==> src/hw/rtl/urfr_pkg.sv <==
package urfr_pkg;

  localparam logic [2:0] ActTick     = 3'd0;
  localparam logic [2:0] ActRxByte   = 3'd1;
  localparam logic [2:0] ActSendReq  = 3'd2;
  localparam logic [2:0] ActWrDone   = 3'd3;
  localparam logic [2:0] ActHandDone = 3'd4;
  localparam logic [2:0] ActRead     = 3'd5;

  localparam logic [1:0] StIdle = 2'd0;
  localparam logic [1:0] StWait = 2'd1;
  localparam logic [1:0] StRecv = 2'd2;

  localparam logic CfgRespTimeout = 1'b0;
  localparam logic CfgGapTicks    = 1'b1;

  localparam logic [15:0] RespTimeoutReset = 16'd1000;
  localparam logic [15:0] GapTicksReset    = 16'd10;

  typedef struct packed {
    logic [2:0] action;
    logic [7:0] rx_data;
    logic [7:0] read_index;
  } urfr_in_t;

  typedef struct packed {
    logic [1:0]  link_state;
    logic        frame_ready;
    logic        timed_out;
    logic        read_status;
    logic        timeout_status;
    logic        write_status;
    logic [8:0]  byte_count;
    logic [7:0]  read_data;
    logic [15:0] timeout_total;
    logic        transmit_start;
    logic        busy_res;
    logic        overflow;
  } urfr_out_t;

endpackage

==> src/hw/rtl/urfr_ram.sv <==
module urfr_ram #(
  parameter int Width = 8,
  parameter int Depth = 256
) (
  input  logic                     clk_i,
  input  logic                     we_i,
  input  logic [$clog2(Depth)-1:0] waddr_i,
  input  logic [Width-1:0]         wdata_i,
  input  logic                     re_i,
  input  logic [$clog2(Depth)-1:0] raddr_i,
  output logic [Width-1:0]         rdata_o
);

  logic [Width-1:0] mem_q [Depth];
  logic [Width-1:0] rdata_q;

  always_ff @(posedge clk_i) begin
    if (we_i) begin
      mem_q[waddr_i] <= wdata_i;
    end
    if (re_i) begin
      rdata_q <= mem_q[raddr_i];
    end
  end

  assign rdata_o = rdata_q;

endmodule

==> src/hw/rtl/uart_response_frame_receiver.sv <==
// The result beat of an accepted input beat is registered and appears in the next cycle.
// Throughput: one beat per cycle; input is taken whenever the result register
// is empty or being drained, so the store write and read port never limit it.
// Reset: asynchronous, active low; link idle, counters and flags cleared,
// thresholds at 1000 and 10 ticks. The byte store is not cleared.
module uart_response_frame_receiver #(
  parameter int STORE_DEPTH = 256
) (
  input  logic                clk_i,
  input  logic                rst_ni,
  input  logic                cfg_we_i,
  input  logic                cfg_idx_i,
  input  logic [15:0]         cfg_wdata_i,
  input  logic                in_valid_i,
  output logic                in_ready_o,
  input  urfr_pkg::urfr_in_t  in_data_i,
  output logic                out_valid_o,
  input  logic                out_ready_i,
  output urfr_pkg::urfr_out_t out_data_o
);

  import urfr_pkg::*;

  localparam int AddrW = $clog2(STORE_DEPTH);
  localparam int CntW  = $clog2(STORE_DEPTH + 1);
  localparam int CmpW  = (CntW > 8) ? CntW : 8;

  logic [15:0]     tmo_ticks_q, gap_ticks_q;
  logic [1:0]      state_q, state_d;
  logic [15:0]     tmo_cnt_q, tmo_cnt_d;
  logic [15:0]     gap_cnt_q, gap_cnt_d;
  logic            read_flag_q, read_flag_d;
  logic            tmo_flag_q, tmo_flag_d;
  logic            write_flag_q, write_flag_d;
  logic [CntW-1:0] count_q, count_d;
  logic [15:0]     err_total_q, err_total_d;

  logic            out_valid_q;
  urfr_out_t       res_q, res_d;
  logic            rd_sel_q;

  logic            accept;
  logic            ram_we, ram_re, rd_hit;
  logic [15:0]     tmo_inc, gap_inc;
  logic            tmo_hit, gap_hit;
  logic [7:0]      ram_rdata;

  assign in_ready_o = !out_valid_q || out_ready_i;
  assign accept     = in_valid_i && in_ready_o;
  assign tmo_inc    = tmo_cnt_q + 16'd1;
  assign gap_inc    = gap_cnt_q + 16'd1;
  assign rd_hit     = (CmpW'(in_data_i.read_index) < CmpW'(count_q)) &&
                      (CmpW'(in_data_i.read_index) < CmpW'(STORE_DEPTH));

  always_comb begin
    state_d      = state_q;
    tmo_cnt_d    = tmo_cnt_q;
    gap_cnt_d    = gap_cnt_q;
    read_flag_d  = read_flag_q;
    tmo_flag_d   = tmo_flag_q;
    write_flag_d = write_flag_q;
    count_d      = count_q;
    err_total_d  = err_total_q;
    tmo_hit      = 1'b0;
    gap_hit      = 1'b0;
    ram_we       = 1'b0;
    ram_re       = 1'b0;
    res_d        = '0;
    case (in_data_i.action)
      ActTick: begin
        if (state_q inside {StWait, StRecv}) begin
          tmo_cnt_d = tmo_inc;
          if (tmo_inc >= tmo_ticks_q) begin
            tmo_cnt_d = '0;
            tmo_hit   = 1'b1;
          end
        end
        if (state_q == StRecv) begin
          gap_cnt_d = gap_inc;
          if (gap_inc >= gap_ticks_q) begin
            gap_cnt_d = '0;
            gap_hit   = 1'b1;
          end
        end
        if (tmo_hit) begin
          err_total_d       = err_total_q + 16'd1;
          read_flag_d       = 1'b1;
          tmo_flag_d        = 1'b1;
          count_d           = '0;
          state_d           = StIdle;
          res_d.timed_out   = 1'b1;
        end else if (gap_hit) begin
          read_flag_d       = 1'b1;
          state_d           = StIdle;
          res_d.frame_ready = 1'b1;
        end
      end
      ActRxByte: begin
        if (count_q < CntW'(STORE_DEPTH)) begin
          ram_we  = 1'b1;
          count_d = count_q + CntW'(1);
        end else begin
          res_d.overflow = 1'b1;
        end
        gap_cnt_d = '0;
        state_d   = StRecv;
      end
      ActSendReq: begin
        if (state_q == StIdle) begin
          count_d              = '0;
          tmo_cnt_d            = '0;
          gap_cnt_d            = '0;
          tmo_flag_d           = 1'b0;
          read_flag_d          = 1'b0;
          state_d              = StWait;
          res_d.transmit_start = 1'b1;
        end
      end
      ActWrDone: begin
        write_flag_d = 1'b1;
        state_d      = StWait;
      end
      ActHandDone: begin
        read_flag_d = 1'b0;
        state_d     = StIdle;
      end
      ActRead: begin
        ram_re = rd_hit;
      end
      default: begin
      end
    endcase
    res_d.link_state     = state_d;
    res_d.read_status    = read_flag_d;
    res_d.timeout_status = tmo_flag_d;
    res_d.write_status   = write_flag_d;
    res_d.byte_count     = 9'(count_d);
    res_d.timeout_total  = err_total_d;
    res_d.busy_res       = (state_d != StIdle);
  end

  urfr_ram #(
    .Width (8),
    .Depth (STORE_DEPTH)
  ) u_store (
    .clk_i   (clk_i),
    .we_i    (accept && ram_we),
    .waddr_i (AddrW'(count_q)),
    .wdata_i (in_data_i.rx_data),
    .re_i    (accept && ram_re),
    .raddr_i (AddrW'(in_data_i.read_index)),
    .rdata_o (ram_rdata)
  );

  always_ff @(posedge clk_i or negedge rst_ni) begin
    if (!rst_ni) begin
      tmo_ticks_q <= RespTimeoutReset;
      gap_ticks_q <= GapTicksReset;
    end else if (cfg_we_i) begin
      case (cfg_idx_i)
        CfgRespTimeout: tmo_ticks_q <= cfg_wdata_i;
        CfgGapTicks:    gap_ticks_q <= cfg_wdata_i;
        default: begin
        end
      endcase
    end
  end

  always_ff @(posedge clk_i or negedge rst_ni) begin
    if (!rst_ni) begin
      state_q      <= StIdle;
      tmo_cnt_q    <= '0;
      gap_cnt_q    <= '0;
      read_flag_q  <= 1'b0;
      tmo_flag_q   <= 1'b0;
      write_flag_q <= 1'b0;
      count_q      <= '0;
      err_total_q  <= '0;
      out_valid_q  <= 1'b0;
    end else begin
      if (accept) begin
        state_q      <= state_d;
        tmo_cnt_q    <= tmo_cnt_d;
        gap_cnt_q    <= gap_cnt_d;
        read_flag_q  <= read_flag_d;
        tmo_flag_q   <= tmo_flag_d;
        write_flag_q <= write_flag_d;
        count_q      <= count_d;
        err_total_q  <= err_total_d;
        out_valid_q  <= 1'b1;
      end else if (out_ready_i) begin
        out_valid_q  <= 1'b0;
      end
    end
  end

  always_ff @(posedge clk_i) begin
    if (accept) begin
      res_q    <= res_d;
      rd_sel_q <= ram_re;
    end
  end

  always_comb begin
    out_data_o           = res_q;
    out_data_o.read_data = rd_sel_q ? ram_rdata : 8'd0;
  end

  assign out_valid_o = out_valid_q;

endmodule
==> config.mk <==
export PLATFORM = sky130hd
export DESIGN_NAME = uart_response_frame_receiver
export DESIGN_NICKNAME = d
export VERILOG_FILES = /design/src/hw/rtl/urfr_pkg.sv /design/src/hw/rtl/urfr_ram.sv /design/src/hw/rtl/uart_response_frame_receiver.sv
export SDC_FILE = /design/constraint.sdc
export NUM_CORES = 2
export LEC_CHECK = 0
export ABC_AREA = 1
export BUFFER_PORTS_ARGS = -buffer_cell sky130_fd_sc_hd__buf_2
export CAP_MARGIN = 10
export CORE_UTILIZATION = 33
export DETAILED_ROUTE_END_ITERATION = 10
export SETUP_SLACK_MARGIN = 0.5
export SLEW_MARGIN = 10
export SYNTH_ARGS = -nofsm -noshare
export SYNTH_HDL_FRONTEND = slang
export SYNTH_SLANG_ARGS = --single-unit
==> constraint.sdc <==
create_clock -name clk_i -period 5.8 [get_ports clk_i]
set_input_delay 1.16 -clock clk_i [delete_from_list [all_inputs] [get_ports clk_i]]
set_output_delay 1.16 -clock clk_i [all_outputs]
set_load 0.05 [all_outputs]
==> impl_metrics.yaml <==
run_status:
  status: "finished clean"
setup_path:
  endpoint_kind: "register"
  r2r-end: "u_store.mem_q[108][5]"
  rr_worst_depth: 4
  critPathMaxStageDelay_ns: 1.01
  arrival_ns: 4.53
  crit_path_top_delay_cell: "nand3_1"
  r2r-start: "count_q[5]"
  crit_chain: "inv_1, nor2_1, nand3_1, nor2_1"
  worst_ep_required_time_ns: 6.29
  rrSetupSlack_ns: 1.76
  crit_top_cell: "nor2_1"
  path_class: "register to register"
  path_max_fanout: 16
  start_kind: "register"
placed_design:
  dp_worst_setup_slack_ns: 1.08
  place_hpwl_um: 139000
  port_buffers: 85
  post-place-cells: 11200
  gp_congestion: 0.840
  postPlaceCellArea_mm2: 0.0946
floorplan:
  die_h_um: 526
  core_area_mm2: 0.272
  dieArea_mm2: 0.276
  num_rows: 191
  die_x_um: 526
  ioPinCount: 86
  start_util_pct: 33.3
global_route:
  track_usage_pct: 17.6
  grt_max_degree: 199
  grt_pass1_wl_um: 369000
  grt_overflow: 0
  grt_pass1_vias: 57000
  antenna_found_initial: 8
finish:
  mostFrequentLayoutCells: "nand2_1, edfxtp_1, nand3_1, nor2_1, clkbuf_16"
  multiInputGateArea_mm2: 0.0224
  final_nets: 7893
  layout.cells.most_common: "nand2_1"
  syn_to_final_growth_pct: 12.4
  layout.cells.non_filler: 11600
  drive_above_1_share_pct: 6.66
  register_area_mm2: 0.0652
  final_cell_area_mm2: 0.102
  fin_util_pct: 37.4
  fillers: 25800
sta:
  tns_ns: 0
  relSlewSlack_pct: 12.5
  fin_worst_skew_ns: 0.0496
  slew_violations: 0
  rsz0062_at_grt: "false"
  fin_crit_ns: 4.04
  finalHoldViolations: 0
  setup_slack_ns: 1.76
  max_slew.worst_pin.slew_ns: 1.31
  min_period_over_period_pct: 69.6
  setup_viol: 0
  max_freq_mhz: 248
routing:
  drc: 0
  drt_iter0_markers: 6955
  vias_per_cell: 5.19
  wire_per_inst_um: 21.6
  firstDrtPassIters: 6
  drtAntennaViolNets: 0
  wl_um: 249000
  vias: 60000
pwr:
  power.leakage_uw: 0.0357
  power_density_mw_per_mm2: 342
  vdd_drop_max_uv: 294
clock_tree:
  hold_buffers: 0
  cts_sinks: 2187
  clk_pin_slew_ns: 0.07
  clockRootBuffer: "clkbuf_16"
  htree_levels: 4
  clk_latency_ns: 0.86
  cts_resized: 0
  cts_made_buffers: 218
  cts_setup_buffers: 0
  cts_tree: "done"
  clockBufferDepth: 3
synthesis:
  synthCells: 7899
  avgSynthCellArea_um2: 11.5
  ys_seq_elements: 2187
  syn_area_mm2: 0.0905
  yosys_warnings: 0
  seq_area_frac_synth_pct: 72.1
  synth_cell_types: 40
  synth_nets: 7988
min_path:
  worst_hold_path_type: "primary input to asynchronous set/reset pin"
run:
  drv_cap: 0
## Yosys cell counts (all sizes together)
cell type	instances	area share, %
a21oi	26	0.15
a22o	2	0.019
a31oi	3	0.021
and2	7	0.048
buf	299	1.6
clkbuf	207	0.86
clkinv	1	0.0041
dfrtp	87	2.4
dfstp	8	0.23
edfxtp	2092	69
ha	48	0.66
inv	185	0.77
nand2	2372	9.8
nand3	2076	11
nand3b	1	0.0083
nand4	11	0.076
nor2	303	1.3
nor3	29	0.18
nor4	6	0.041
o2111ai	1	0.0097
o211ai	6	0.050
o21ai	82	0.46
o21bai	1	0.0083
o22ai	16	0.11
o32a	1	0.011
or2	1	0.0069
xnor2	2	0.019
xor2	26	0.25
## flip-flops by register name, indices dropped and copies added (netlist names), 2 cells and up
name             count
state_q              2
gap_cnt_q           16
u_store.rdata_o      8
u_store.mem_q     2048
tmo_cnt_q           16
gap_ticks_q         16
tmo_ticks_q         16
out_data_o          35
err_total_q         16
count_q              9
## routing by layer
layer	vias up	part of all wire, %	track usage, %
met5	-	0.0052	0
met1	29400	42	24.5
li1	27600	-	-
met3	403	8.2	2.81
met2	2573	46	28.1
met4	2	3.0	5.59
## how the worst max path moves through the flow
stage,start,end,slack [ns],depth (start not counted)
CTS,count_q[5],u_store.mem_q[108][2],1.81,4
finish,count_q[5],u_store.mem_q[108][5],1.76,4
global route,tmo_cnt_q[2],out_data_o[18],1.39,15
floorplan,out_ready_i,out_data_o[0],1.93,6
detailed placement,in_data_i[17],u_store.mem_q[22][2],1.08,9
global placement,in_data_i[17],u_store.mem_q[27][4],1.11,9
## where the power goes
part	internal [µW]	switching [µW]	leakage, µW
sequential	17500	150	0.0200
clock	8150	5970	0.00344
combinational	733	2270	0.0122
## critical path: cells and delay by family (launching register included)
kind          cells  cell delay, ns
simple gates      3            2.75
flops             1            0.62
buf+inv           1            0.27
## metrics by stage
| stage | hold slack [ns] | power [µW] |
|---|---|---|
| CTS | 0.324 | 34900 |
| global placement | 0.446 | 20900 |
| global route | 0.366 | 35800 |
| floorplan | 0.427 | 19600 |
| detailed placement | 0.452 | 20900 |
| finish | 0.345 | 34800 |
## cells by family (layout without fill, tap and decap cells)
logic type                 Yosys count  after routing  synth area share (%)
xor gates and xnor gates            28             28                 0.271
AOI/OAI and AO/OA                  138            138                 0.835
buffers and inverters              692            770                  3.19
adders and majority gates           48             48                 0.664
DFF                               2187           2187                  72.1
and+or+nand+nor                   4806           4806                  23.0
other                                0              5                     0
## layout make-up
type,instances,share of cell area (%)
timing repair buffer,191,1.72
antenna,5,0.0123
clock inverter,120,1.33
inverter,186,0.711
sequential,2187,64.1
multi-input combinational,5020,22.1
clock buffer,273,5.65
tap,3570,4.39
(Power assumes the default switching activity.)
